## src/assert_macros.svh

```systemverilog
// Concurrent assertion helpers; each expects clk and arst_n in scope.
`ifndef ASSERT_MACROS_SVH
`define ASSERT_MACROS_SVH

// Same-cycle implication.
`define ASSERT_NOW(lbl, ante, cons, msg) \
	lbl: assert property (@(posedge clk) disable iff (!arst_n) (ante) |-> (cons)) \
		else $error(msg);

// Next-cycle implication.
`define ASSERT_NEXT(lbl, ante, cons, msg) \
	lbl: assert property (@(posedge clk) disable iff (!arst_n) (ante) |=> (cons)) \
		else $error(msg);

`endif

```

## src/wadx_pkg.sv

```systemverilog
`timescale 1ns / 1ps
package wadx_pkg;

	localparam int PERIOD         = 14;
	localparam int PRICE_BITS     = 32;
	localparam int FRAC_BITS      = 16;
	localparam int Q16_BITS       = PRICE_BITS + FRAC_BITS;
	localparam int SMOOTH_BITS    = 56;
	localparam int INDEX_BITS     = 24;
	localparam int DI_BITS        = 23;
	localparam int SAT_SHIFT      = DI_BITS - FRAC_BITS;
	localparam int COUNT_BITS     = 6;
	localparam int COUNT_MAX      = 2 ** COUNT_BITS - 1;
	localparam int WIDE_BITS      = 64;
	localparam int DIGIT_BITS     = 4;
	localparam int DIGITS         = WIDE_BITS / DIGIT_BITS;
	localparam int DSTEP_BITS     = $clog2(DIGITS + 1);
	localparam int QSTEP_BITS     = $clog2(DI_BITS + 1);
	localparam int REM_BITS       = $clog2(PERIOD);
	localparam int VAL_BITS       = REM_BITS + DIGIT_BITS;
	localparam int LANES          = 3;
	localparam int DX_SCALE       = 100;
	localparam int CFG_IDX_BITS   = 2;
	localparam int WARMUP_RESET   = 40;
	localparam int FALLBACK_RESET = 1310720;

	typedef logic [WIDE_BITS-1:0] wide_t;
	typedef wide_t [LANES-1:0] lanes_t;

	typedef struct packed {
		logic [PRICE_BITS-1:0] high_price;
		logic [PRICE_BITS-1:0] low_price;
		logic [PRICE_BITS-1:0] close_price;
		logic                  first_bar;
	} bar_t;

	typedef struct packed {
		logic [DI_BITS-1:0] adx_value;
		logic               warmed_up;
	} adx_t;

	typedef enum logic [CFG_IDX_BITS-1:0] {
		REG_WARMUP   = 2'd0,
		REG_FALLBACK = 2'd1
	} cfg_reg_t;

	typedef enum logic [4:0] {
		DP_NONE,
		DP_CAPTURE,
		DP_SEED,
		DP_RAW,
		DP_SUM,
		DP_W_START,
		DP_W_STORE,
		DP_PDI_START,
		DP_PDI_STORE,
		DP_NDI_START,
		DP_NDI_STORE,
		DP_DX_START,
		DP_DX_STORE,
		DP_IX_SET,
		DP_IX_START,
		DP_IX_STORE,
		DP_COUNT,
		DP_FINISH
	} dp_op_t;

	typedef struct packed {
		dp_op_t op;
	} dp_cmd_t;

	typedef struct packed {
		logic first;
		logic summing;
		logic at_period;
		logic cdiv_done;
		logic qdiv_done;
		logic out_free;
	} dp_status_t;

	typedef enum logic [3:0] {
		ST_IDLE,
		ST_RAW,
		ST_SUM,
		ST_W_START,
		ST_W_WAIT,
		ST_PDI_START,
		ST_PDI_WAIT,
		ST_NDI_START,
		ST_NDI_WAIT,
		ST_DX_START,
		ST_DX_WAIT,
		ST_IX_SEL,
		ST_IX_WAIT,
		ST_COUNT,
		ST_FINISH
	} state_t;

	typedef struct packed {
		logic [DIGIT_BITS-1:0] q;
		logic [REM_BITS-1:0]   r;
	} digit_res_t;

	function automatic digit_res_t digit_div(input logic [VAL_BITS-1:0] v);
		digit_res_t res;
		logic [VAL_BITS-1:0] left;
		res.q = '0;
		for (int k = 1; k < 2 ** DIGIT_BITS; k++) begin
			if (v >= VAL_BITS'(k * PERIOD)) begin
				res.q = DIGIT_BITS'(k);
			end
		end
		left = v - VAL_BITS'(res.q) * VAL_BITS'(PERIOD);
		res.r = left[REM_BITS-1:0];
		return res;
	endfunction

endpackage

```

## src/wilder_adx_tracker_top.sv

```systemverilog
`timescale 1ns / 1ps
// channel | direction | handshake          | payload
// in      | input     | in_valid/in_stall  | in_data (bar_t)
// out     | output    | out_valid/out_stall| out_data (adx_t)
// cfg     | input     | cfg_valid/cfg_ready| cfg_index, cfg_data
//
// A series-start bar clears the sums, a summing bar adds to them.
// The smoothed bar runs the 23-step quotient divider three times and the 16-digit
// divide-by-period unit once or twice (once at the period bar), one after another.
// One request is in flight at a time; the next is taken once the result is loaded.
// A held result stalls only the final load; arst_n resets the FSM and the sums.
module wilder_adx_tracker_top (
	input  logic                              clk,
	input  logic                              arst_n,
	input  logic                              in_valid,
	output logic                              in_stall,
	input  wadx_pkg::bar_t                    in_data,
	output logic                              out_valid,
	input  logic                              out_stall,
	output wadx_pkg::adx_t                    out_data,
	input  logic                              cfg_valid,
	output logic                              cfg_ready,
	input  logic [wadx_pkg::CFG_IDX_BITS-1:0] cfg_index,
	input  logic [wadx_pkg::DI_BITS-1:0]      cfg_data
);
	import wadx_pkg::*;

	dp_cmd_t    cmd;
	dp_status_t status;

	wadx_ctrl u_ctrl (
		.clk      (clk),
		.arst_n   (arst_n),
		.in_valid (in_valid),
		.in_stall (in_stall),
		.status   (status),
		.cmd      (cmd)
	);

	wadx_datapath u_datapath (
		.clk       (clk),
		.arst_n    (arst_n),
		.cmd       (cmd),
		.status    (status),
		.in_data   (in_data),
		.out_valid (out_valid),
		.out_stall (out_stall),
		.out_data  (out_data),
		.cfg_valid (cfg_valid),
		.cfg_ready (cfg_ready),
		.cfg_index (cfg_index),
		.cfg_data  (cfg_data)
	);

endmodule

```

## src/wadx_qdiv.sv

```systemverilog
`timescale 1ns / 1ps
`include "assert_macros.svh"
module wadx_qdiv (
	input  logic                               clk,
	input  logic                               arst_n,
	input  logic                               start,
	input  wadx_pkg::wide_t                    num,
	input  logic [wadx_pkg::SMOOTH_BITS-1:0]   den,
	output logic                               done,
	output logic [wadx_pkg::DI_BITS-1:0]       quo
);
	import wadx_pkg::*;

	localparam int CMP_BITS = WIDE_BITS + 1;

	logic                   busy_q;
	logic                   done_q;
	logic [QSTEP_BITS-1:0]  cnt_q;
	logic [SMOOTH_BITS-1:0] den_q;
	logic [SMOOTH_BITS-1:0] rem_q;
	logic [DI_BITS-1:0]     bits_q;
	logic [DI_BITS-1:0]     quo_q;

	logic                   den_zero;
	logic                   sat;
	logic [SMOOTH_BITS:0]   rem2;
	logic [SMOOTH_BITS:0]   diff;
	logic                   ge;

	assign den_zero = (den == '0);
	assign sat      = CMP_BITS'(num) >= CMP_BITS'({den, {SAT_SHIFT{1'b0}}});
	assign rem2     = {rem_q, bits_q[DI_BITS-1]};
	assign diff     = rem2 - {1'b0, den_q};
	assign ge       = (rem2 >= {1'b0, den_q});

	always_ff @(posedge clk or negedge arst_n) begin
		if (!arst_n) begin
			busy_q <= 1'b0;
			done_q <= 1'b0;
			cnt_q  <= '0;
		end else begin
			done_q <= 1'b0;
			if (start) begin
				if (den_zero || sat) begin
					done_q <= 1'b1;
				end else begin
					busy_q <= 1'b1;
					cnt_q  <= QSTEP_BITS'(DI_BITS);
				end
			end else if (busy_q) begin
				cnt_q <= cnt_q - 1'b1;
				if (cnt_q == QSTEP_BITS'(1)) begin
					busy_q <= 1'b0;
					done_q <= 1'b1;
				end
			end
		end
	end

	always_ff @(posedge clk) begin
		if (start) begin
			den_q  <= den;
			rem_q  <= num[SMOOTH_BITS+SAT_SHIFT-1:SAT_SHIFT];
			bits_q <= {num[SAT_SHIFT-1:0], {FRAC_BITS{1'b0}}};
			if (den_zero) begin
				quo_q <= '0;
			end else if (sat) begin
				quo_q <= '1;
			end
		end else if (busy_q) begin
			rem_q  <= ge ? diff[SMOOTH_BITS-1:0] : rem2[SMOOTH_BITS-1:0];
			quo_q  <= {quo_q[DI_BITS-2:0], ge};
			bits_q <= bits_q << 1;
		end
	end

	assign done = done_q;
	assign quo  = quo_q;

	`ASSERT_NEXT(a_start_runs, start, busy_q || done_q, "divider start did not take")
	`ASSERT_NOW(a_done_idle, done_q, !busy_q, "divider done while busy")

endmodule

```

## src/wadx_cdiv.sv

```systemverilog
`timescale 1ns / 1ps
`include "assert_macros.svh"
module wadx_cdiv (
	input  logic             clk,
	input  logic             arst_n,
	input  logic             start,
	input  wadx_pkg::lanes_t num,
	output logic             done,
	output wadx_pkg::lanes_t quo
);
	import wadx_pkg::*;

	logic                  busy_q;
	logic                  done_q;
	logic [DSTEP_BITS-1:0] cnt_q;
	lanes_t                acc_q;
	logic [REM_BITS-1:0]   rem_q [LANES];
	digit_res_t            res   [LANES];

	always_comb begin
		for (int l = 0; l < LANES; l++) begin
			res[l] = digit_div({rem_q[l], acc_q[l][WIDE_BITS-1 -: DIGIT_BITS]});
		end
	end

	always_ff @(posedge clk or negedge arst_n) begin
		if (!arst_n) begin
			busy_q <= 1'b0;
			done_q <= 1'b0;
			cnt_q  <= '0;
		end else begin
			done_q <= 1'b0;
			if (start) begin
				busy_q <= 1'b1;
				cnt_q  <= DSTEP_BITS'(DIGITS);
			end else if (busy_q) begin
				cnt_q <= cnt_q - 1'b1;
				if (cnt_q == DSTEP_BITS'(1)) begin
					busy_q <= 1'b0;
					done_q <= 1'b1;
				end
			end
		end
	end

	always_ff @(posedge clk) begin
		for (int l = 0; l < LANES; l++) begin
			if (start) begin
				acc_q[l] <= num[l];
				rem_q[l] <= '0;
			end else if (busy_q) begin
				acc_q[l] <= {acc_q[l][WIDE_BITS-DIGIT_BITS-1:0], res[l].q};
				rem_q[l] <= res[l].r;
			end
		end
	end

	assign done = done_q;
	assign quo  = acc_q;

	`ASSERT_NOW(a_cdone_idle, done_q, !busy_q, "constant divider done while busy")
	`ASSERT_NEXT(a_cstart_busy, start, busy_q, "constant divider start did not take")

endmodule

```

## src/wadx_datapath.sv

```systemverilog
`timescale 1ns / 1ps
`include "assert_macros.svh"
module wadx_datapath (
	input  logic                                clk,
	input  logic                                arst_n,
	input  wadx_pkg::dp_cmd_t                   cmd,
	output wadx_pkg::dp_status_t                status,
	input  wadx_pkg::bar_t                      in_data,
	output logic                                out_valid,
	input  logic                                out_stall,
	output wadx_pkg::adx_t                      out_data,
	input  logic                                cfg_valid,
	output logic                                cfg_ready,
	input  logic [wadx_pkg::CFG_IDX_BITS-1:0]   cfg_index,
	input  logic [wadx_pkg::DI_BITS-1:0]        cfg_data
);
	import wadx_pkg::*;

	localparam int DIFF_BITS = PRICE_BITS + 2;

	bar_t                   in_q;
	logic [PRICE_BITS-1:0]  prev_high_q, prev_low_q, prev_close_q;
	logic [PRICE_BITS-1:0]  tr_q, pdm_q, ndm_q;
	logic [SMOOTH_BITS-1:0] range_q, plus_q, minus_q;
	logic [INDEX_BITS-1:0]  index_q;
	logic [DI_BITS-1:0]     pdi_q, ndi_q, dx_q;
	logic [COUNT_BITS-1:0]  count_q;
	logic [COUNT_BITS-1:0]  warmup_q;
	logic [DI_BITS-1:0]     fallback_q;
	logic                   out_valid_q;
	adx_t                   out_q;

	logic signed [DIFF_BITS-1:0] h_s, l_s, ph_s, pl_s, pc_s;
	logic signed [DIFF_BITS-1:0] t1, t2, t3, tr_s, up, down, pdm_s, ndm_s;
	logic [Q16_BITS-1:0]         tr16, pdm16, ndm16;
	logic [SMOOTH_BITS:0]        sum_tr, sum_p, sum_n;
	logic [DI_BITS-1:0]          di_diff;
	logic [DI_BITS:0]            di_sum;
	wide_t                       ix_num;
	lanes_t                      w_num, cdiv_num, cdiv_quo;
	logic                        cdiv_start, cdiv_done;
	wide_t                       qdiv_num;
	logic [SMOOTH_BITS-1:0]      qdiv_den;
	logic                        qdiv_start, qdiv_done;
	logic [DI_BITS-1:0]          qdiv_quo;
	logic                        warm;

	always_comb begin
		h_s  = signed'(DIFF_BITS'(in_q.high_price));
		l_s  = signed'(DIFF_BITS'(in_q.low_price));
		ph_s = signed'(DIFF_BITS'(prev_high_q));
		pl_s = signed'(DIFF_BITS'(prev_low_q));
		pc_s = signed'(DIFF_BITS'(prev_close_q));
		t1   = h_s - l_s;
		t2   = h_s - pc_s;
		t3   = l_s - pc_s;
		if (t2 < 0) begin
			t2 = -t2;
		end
		if (t3 < 0) begin
			t3 = -t3;
		end
		tr_s = t1;
		if (t2 > tr_s) begin
			tr_s = t2;
		end
		if (t3 > tr_s) begin
			tr_s = t3;
		end
		up    = h_s - ph_s;
		down  = pl_s - l_s;
		pdm_s = (up > down && up > 0) ? up : '0;
		ndm_s = (down > up && down > 0) ? down : '0;
	end

	assign tr16  = {tr_q, {FRAC_BITS{1'b0}}};
	assign pdm16 = {pdm_q, {FRAC_BITS{1'b0}}};
	assign ndm16 = {ndm_q, {FRAC_BITS{1'b0}}};

	assign sum_tr = {1'b0, range_q} + (SMOOTH_BITS+1)'(tr16);
	assign sum_p  = {1'b0, plus_q} + (SMOOTH_BITS+1)'(pdm16);
	assign sum_n  = {1'b0, minus_q} + (SMOOTH_BITS+1)'(ndm16);

	assign w_num[0] = WIDE_BITS'(range_q) * WIDE_BITS'(PERIOD - 1) + WIDE_BITS'(tr16)
		+ WIDE_BITS'(PERIOD / 2);
	assign w_num[1] = WIDE_BITS'(plus_q) * WIDE_BITS'(PERIOD - 1) + WIDE_BITS'(pdm16)
		+ WIDE_BITS'(PERIOD / 2);
	assign w_num[2] = WIDE_BITS'(minus_q) * WIDE_BITS'(PERIOD - 1) + WIDE_BITS'(ndm16)
		+ WIDE_BITS'(PERIOD / 2);
	assign ix_num = WIDE_BITS'(index_q) * WIDE_BITS'(PERIOD - 1) + WIDE_BITS'(dx_q)
		+ WIDE_BITS'(PERIOD / 2);

	always_comb begin
		cdiv_num = w_num;
		if (cmd.op == DP_IX_START) begin
			cdiv_num    = '0;
			cdiv_num[0] = ix_num;
		end
	end
	assign cdiv_start = (cmd.op == DP_W_START) || (cmd.op == DP_IX_START);

	assign di_diff = (pdi_q > ndi_q) ? pdi_q - ndi_q : ndi_q - pdi_q;
	assign di_sum  = {1'b0, pdi_q} + {1'b0, ndi_q};

	always_comb begin
		qdiv_num = WIDE_BITS'(plus_q) * WIDE_BITS'(DX_SCALE);
		qdiv_den = range_q;
		if (cmd.op == DP_NDI_START) begin
			qdiv_num = WIDE_BITS'(minus_q) * WIDE_BITS'(DX_SCALE);
		end else if (cmd.op == DP_DX_START) begin
			qdiv_num = WIDE_BITS'(di_diff) * WIDE_BITS'(DX_SCALE);
			qdiv_den = SMOOTH_BITS'(di_sum);
		end
	end
	assign qdiv_start = (cmd.op == DP_PDI_START) || (cmd.op == DP_NDI_START)
		|| (cmd.op == DP_DX_START);

	wadx_cdiv u_cdiv (
		.clk    (clk),
		.arst_n (arst_n),
		.start  (cdiv_start),
		.num    (cdiv_num),
		.done   (cdiv_done),
		.quo    (cdiv_quo)
	);

	wadx_qdiv u_qdiv (
		.clk    (clk),
		.arst_n (arst_n),
		.start  (qdiv_start),
		.num    (qdiv_num),
		.den    (qdiv_den),
		.done   (qdiv_done),
		.quo    (qdiv_quo)
	);

	assign warm = (count_q >= warmup_q);

	always_ff @(posedge clk or negedge arst_n) begin
		if (!arst_n) begin
			prev_high_q  <= '0;
			prev_low_q   <= '0;
			prev_close_q <= '0;
			range_q      <= '0;
			plus_q       <= '0;
			minus_q      <= '0;
			index_q      <= '0;
			count_q      <= '0;
			warmup_q     <= COUNT_BITS'(WARMUP_RESET);
			fallback_q   <= DI_BITS'(FALLBACK_RESET);
			out_valid_q  <= 1'b0;
		end else begin
			if (cfg_valid) begin
				if (cfg_index == REG_WARMUP) begin
					warmup_q <= cfg_data[COUNT_BITS-1:0];
				end else if (cfg_index == REG_FALLBACK) begin
					fallback_q <= cfg_data;
				end
			end
			if (cmd.op == DP_FINISH) begin
				out_valid_q <= 1'b1;
			end else if (!out_stall) begin
				out_valid_q <= 1'b0;
			end
			unique case (cmd.op)
				DP_SEED: begin
					range_q <= '0;
					plus_q  <= '0;
					minus_q <= '0;
					index_q <= '0;
					count_q <= COUNT_BITS'(1);
				end
				DP_SUM: begin
					range_q <= sum_tr[SMOOTH_BITS] ? '1 : sum_tr[SMOOTH_BITS-1:0];
					plus_q  <= sum_p[SMOOTH_BITS] ? '1 : sum_p[SMOOTH_BITS-1:0];
					minus_q <= sum_n[SMOOTH_BITS] ? '1 : sum_n[SMOOTH_BITS-1:0];
				end
				DP_W_STORE: begin
					range_q <= cdiv_quo[0][SMOOTH_BITS-1:0];
					plus_q  <= cdiv_quo[1][SMOOTH_BITS-1:0];
					minus_q <= cdiv_quo[2][SMOOTH_BITS-1:0];
				end
				DP_IX_SET: begin
					index_q <= INDEX_BITS'(dx_q);
				end
				DP_IX_STORE: begin
					index_q <= cdiv_quo[0][INDEX_BITS-1:0];
				end
				DP_COUNT: begin
					if (count_q != COUNT_BITS'(COUNT_MAX)) begin
						count_q <= count_q + 1'b1;
					end
				end
				DP_FINISH: begin
					prev_high_q  <= in_q.high_price;
					prev_low_q   <= in_q.low_price;
					prev_close_q <= in_q.close_price;
				end
				default: begin
				end
			endcase
		end
	end

	always_ff @(posedge clk) begin
		unique case (cmd.op)
			DP_CAPTURE: in_q <= in_data;
			DP_RAW: begin
				tr_q  <= tr_s[PRICE_BITS-1:0];
				pdm_q <= pdm_s[PRICE_BITS-1:0];
				ndm_q <= ndm_s[PRICE_BITS-1:0];
			end
			DP_PDI_STORE: pdi_q <= qdiv_quo;
			DP_NDI_STORE: ndi_q <= qdiv_quo;
			DP_DX_STORE:  dx_q  <= qdiv_quo;
			DP_FINISH: begin
				out_q.warmed_up <= warm;
				out_q.adx_value <= warm ? index_q[DI_BITS-1:0] : fallback_q;
			end
			default: begin
			end
		endcase
	end

	assign status.first     = in_q.first_bar || (count_q == '0);
	assign status.summing   = (count_q < COUNT_BITS'(PERIOD));
	assign status.at_period = (count_q == COUNT_BITS'(PERIOD));
	assign status.cdiv_done = cdiv_done;
	assign status.qdiv_done = qdiv_done;
	assign status.out_free  = !out_valid_q || !out_stall;

	assign cfg_ready = 1'b1;
	assign out_valid = out_valid_q;
	assign out_data  = out_q;

	`ASSERT_NEXT(a_seed_count, cmd.op == DP_SEED, count_q == COUNT_BITS'(1),
		"series start did not set bar count")
	`ASSERT_NOW(a_finish_free, cmd.op == DP_FINISH, !out_valid_q || !out_stall,
		"result loaded over a held result")

endmodule

```

## src/wadx_ctrl.sv

```systemverilog
`timescale 1ns / 1ps
module wadx_ctrl (
	input  logic                 clk,
	input  logic                 arst_n,
	input  logic                 in_valid,
	output logic                 in_stall,
	input  wadx_pkg::dp_status_t status,
	output wadx_pkg::dp_cmd_t    cmd
);
	import wadx_pkg::*;

	state_t state_q, state_d;

	always_ff @(posedge clk or negedge arst_n) begin
		if (!arst_n) begin
			state_q <= ST_IDLE;
		end else begin
			state_q <= state_d;
		end
	end

	always_comb begin
		state_d  = state_q;
		cmd.op   = DP_NONE;
		in_stall = 1'b1;
		unique case (state_q)
			ST_IDLE: begin
				in_stall = 1'b0;
				if (in_valid) begin
					cmd.op  = DP_CAPTURE;
					state_d = ST_RAW;
				end
			end
			ST_RAW: begin
				if (status.first) begin
					cmd.op  = DP_SEED;
					state_d = ST_FINISH;
				end else begin
					cmd.op  = DP_RAW;
					state_d = status.summing ? ST_SUM : ST_W_START;
				end
			end
			ST_SUM: begin
				cmd.op  = DP_SUM;
				state_d = ST_COUNT;
			end
			ST_W_START: begin
				cmd.op  = DP_W_START;
				state_d = ST_W_WAIT;
			end
			ST_W_WAIT: begin
				if (status.cdiv_done) begin
					cmd.op  = DP_W_STORE;
					state_d = ST_PDI_START;
				end
			end
			ST_PDI_START: begin
				cmd.op  = DP_PDI_START;
				state_d = ST_PDI_WAIT;
			end
			ST_PDI_WAIT: begin
				if (status.qdiv_done) begin
					cmd.op  = DP_PDI_STORE;
					state_d = ST_NDI_START;
				end
			end
			ST_NDI_START: begin
				cmd.op  = DP_NDI_START;
				state_d = ST_NDI_WAIT;
			end
			ST_NDI_WAIT: begin
				if (status.qdiv_done) begin
					cmd.op  = DP_NDI_STORE;
					state_d = ST_DX_START;
				end
			end
			ST_DX_START: begin
				cmd.op  = DP_DX_START;
				state_d = ST_DX_WAIT;
			end
			ST_DX_WAIT: begin
				if (status.qdiv_done) begin
					cmd.op  = DP_DX_STORE;
					state_d = ST_IX_SEL;
				end
			end
			ST_IX_SEL: begin
				if (status.at_period) begin
					cmd.op  = DP_IX_SET;
					state_d = ST_COUNT;
				end else begin
					cmd.op  = DP_IX_START;
					state_d = ST_IX_WAIT;
				end
			end
			ST_IX_WAIT: begin
				if (status.cdiv_done) begin
					cmd.op  = DP_IX_STORE;
					state_d = ST_COUNT;
				end
			end
			ST_COUNT: begin
				cmd.op  = DP_COUNT;
				state_d = ST_FINISH;
			end
			ST_FINISH: begin
				if (status.out_free) begin
					cmd.op  = DP_FINISH;
					state_d = ST_IDLE;
				end
			end
			default: begin
				state_d = ST_IDLE;
			end
		endcase
	end

endmodule
```

## config.mk

```make
export PLATFORM = sky130hd
export DESIGN_NAME = wilder_adx_tracker_top
export DESIGN_NICKNAME = d
export VERILOG_FILES = /design/src/wadx_pkg.sv /design/src/wilder_adx_tracker_top.sv /design/src/wadx_qdiv.sv /design/src/wadx_cdiv.sv /design/src/wadx_datapath.sv /design/src/wadx_ctrl.sv
export VERILOG_INCLUDE_DIRS = /design/src /design/src/src
export SDC_FILE = /design/constraint.sdc
export NUM_CORES = 2
export LEC_CHECK = 0
export ABC_CLOCK_PERIOD_IN_PS = 12200
export BUFFER_PORTS_ARGS = -buffer_cell sky130_fd_sc_hd__buf_2
export CAP_MARGIN = 30
export CORE_MARGIN = 2
export CORE_UTILIZATION = 30
export DETAILED_ROUTE_END_ITERATION = 6
export GPL_TIMING_DRIVEN = 0
export PLACE_DENSITY = 0.55
export SLEW_MARGIN = 20
export SYNTH_ARGS = -nofsm -noshare
export SYNTH_HDL_FRONTEND = slang
export SYNTH_HIERARCHICAL = 1
export SYNTH_SLANG_ARGS = --single-unit
```

## constraint.sdc

```tcl
create_clock -name clk -period 12.2 [get_ports clk]
set_input_delay 0.61 -clock clk [delete_from_list [all_inputs] [get_ports clk]]
set_output_delay 0.61 -clock clk [all_outputs]
set_load 0.02 [all_outputs]
```

==> flow_summary.yaml <==
run_status:
  outcome: "complete, but fails checks"
  failed_checks: "DRC"
cts:
  ctsLongestPathBuffers: 3
  postCtsSetupRepairBufs: 0
  clock_buffer_count_from_cts: 130
  clock_sinks: 974
  clock_latency_ps: 820
  cell_at_the_root_of_the_clock_tree: "clkbuf_16"
  cts-htree-levels: 4
  cts.clk_slew.worst_paths_ps: 60
  tritoncts_clock_tree: "built"
detailed_routing:
  wirelength_um: 367000
  drt-vias-per-instance: 5.24
  postRouteAntennaNets: 0
  dr_total_vias: 87700
  detail_route.first_pass.iterations: 7
  post-route-drc-count: 3
  detail_route.iter0.violations: 8430
  wl_per_cell_um: 22.0
placed_design:
  hpwlAfterDp_um: 303000
  finalWeightedCongestion: 0.986
  preCtsSetupSlack_ps: 86.5
  port_buffers: 152
sta:
  timing.fmax_mhz: 87.8
  final_critical_path_share_of_the_clock_period: 0.934
  hold_ws_ps: 57.2
  post-route-worst-setup-slack_ps: 808
  layout_min_cycle_time_ps: 11390
  rsz0062_at_grt: "false"
  max_slew.worst_pin.slew_ps: 1310
  timing_max_transition_violations_final: 0
  report.final.hold_viol_count: 0
  relative_slew_slack: 0.126
  final-setup-viol-count: 0
  finClkSkew_ps: 52.6
worst_setup_path:
  worstSetupStartpointType: "flop"
  cp_max_fo: 19
  type_of_the_worst_setup_path: "flop to flop"
  critical_path.top_delay_family: "simple AND/OR/NAND/NOR gates"
  max_stage_delay_ps: 660
  worstPathBufferInverterCount: 9
  required_ps: 12670
  crit_slowest_cell: "or4_1"
  cp-end-kind: "flop"
  worst-endpoint-arrival_ps: 11870
  critPathMostFrequentCell: "a21oi_1"
power_and_ir_drop:
  ir_drop_v: 0.000122
  power.share.clock: 0.525
  power.switching_mw: 1.80
  power-per-cell-area_nw_per_um2: 67.1
  p_int_mw: 6.02
  power_frac_seq: 0.451
  power.share.switching: 0.230
  share_comb_of_total_power: 0.024
  power.static_leakage_nw: 57.5
global_routing:
  groute.usage.overall: 0.207
  gr-usage-met3: 0.0369
  grt_start_max_net_pins: 82
  grt_pass1_vias: 84600
  grt_pass1_wl_um: 544000
  groute.layer.met2.usage: 0.314
  globalRouteOverflowTotal: 0
  grt_antenna_before_repair: 18
  use_met1: 0.288
  grt.busiest_layer: "met2"
synth:
  syn-instance-count: 11600
  yosys_warnings: 6
  syn-cell-area_um2: 103000
  synth.avg_cell_area_um2: 8.93
floorplan:
  initial_core_utilization: 0.301
  i_o_pins: 154
  std_cell_rows: 215
  die_area_um2: 349000
  floorplan.die.width_um: 590
  fp.coreArea_um2: 343000
  die_height_um: 590
flow_run:
  max_cap_violations: 0
worst_hold_path:
  hold_path.class: "input pin to flop"
finish:
  post_route_cells_drive_above_1_share: 0.0763
  syn_to_final_growth_pct: 13.1
  design.final.nets: 14000
[power by group through the flow]
| stage | clock network [mW] | registers, mW | logic [mW] |
|---|---|---|---|
| after floorplan | 0 | 3.59 | 0.0739 |
| after global placement | 0 | 3.59 | 0.150 |
| after detailed placement | 0 | 3.59 | 0.158 |
| after CTS | 4.20 | 3.53 | 0.186 |
| after global routing | 4.31 | 3.53 | 0.205 |
| final | 4.11 | 3.53 | 0.186 |
[state kept, by name (all words and copies together), names as in the netlist, 56 cells and up]
register                 flops
u_datapath/u_cdiv/quo      192
u_datapath/in_q             65
u_datapath/minus_q          56
u_datapath/plus_q           56
u_datapath/range_q          56
u_datapath/u_qdiv/den_q     56
u_datapath/u_qdiv/rem_q     56
[layer usage]
layer / part of all wire / up-vias
li1: - / 41400
met1: 0.45 / 42600
met2: 0.43 / 3167
met5: 0.000044 / -
met4: 0.042 / 4
met3: 0.080 / 536
[metrics by stage]
stage | util | total power, mW | instance area (µm²) | cells | setup TNS [ps]
floorplan | - | 3.67 | 103000 | 11600 | 0
global route | 0.340 | 8.04 | 117000 | 16700 | 0
detailed placement | 0.324 | 3.75 | 111000 | 16400 | 0
global placement | 0.320 | 3.74 | 110000 | 16300 | -1170810
finish | 0.340 | 7.82 | 117000 | 16700 | 0
CTS | 0.340 | 7.92 | 117000 | 16700 | 0
[layout make-up]
class                      instances  area, µm²
sequential                       974      27500
inverter                        1894       7110
clock inverter                    72        932
multi-input combinational       8318      67000
antenna                           12       30.0
tap                             4557       5700
fill                           35700     226000
timing repair buffer             357       3030
buffer                           384       1690
clock buffer                     168       3600
[timing repair]
| item | in CTS | in global routing |
|---|---|---|
| gates resized for setup | 0 | 7 |
| hold endpoints to repair | 160 | 0 |
| hold buffers | 108 | 0 |
| setup endpoints to repair | 0 | 34 |
[worst paths after layout]
kind,start,endpoint,slack (ps),cells past startpoint
worst max-delay path,u_datapath/ndi_q[11]$_DFFE_PN_,u_datapath/u_qdiv/quo[17]$_DFFE_PP_,810,41
worst min-delay path,cfg_data[12],u_datapath/fallback_q[12]$_DFFE_PN0P_,60,2
min in group asynchronous,arst_n,u_datapath/fallback_q[7]$_DFFE_PN0P_,400,3
worst max register to register,u_datapath/ndi_q[11]$_DFFE_PN_,u_datapath/u_qdiv/quo[17]$_DFFE_PP_,810,41
worst min register to register,u_datapath/in_q[30]$_DFFE_PN_,u_datapath/prev_close_q[29]$_DFFE_PN0P_,450,2
max in group asynchronous,arst_n,u_datapath/prev_high_q[18]$_DFFE_PN0P_,10440,5
[placed cells by master, fill, tap and decap left out, drive strengths merged, types with 68 or more instances in the layout]
cell type    count
a211oi          86
a21o           453
a21oi          789
a222oi          94
a31oi           77
and3            68
buf            326
clkbuf         474
dfrtp          338
dlygate4sd3    108
edfxtp         632
fa             434
ha            1356
inv           1902
mux2           243
mux2i           74
nand2          755
nand2b         135
nand3          182
nand4          126
nor2           722
nor2b          140
nor3           125
o21a           135
o21ai          641
o21bai         102
xnor2          410
xor2           266
(Power assumes the default switching activity.)
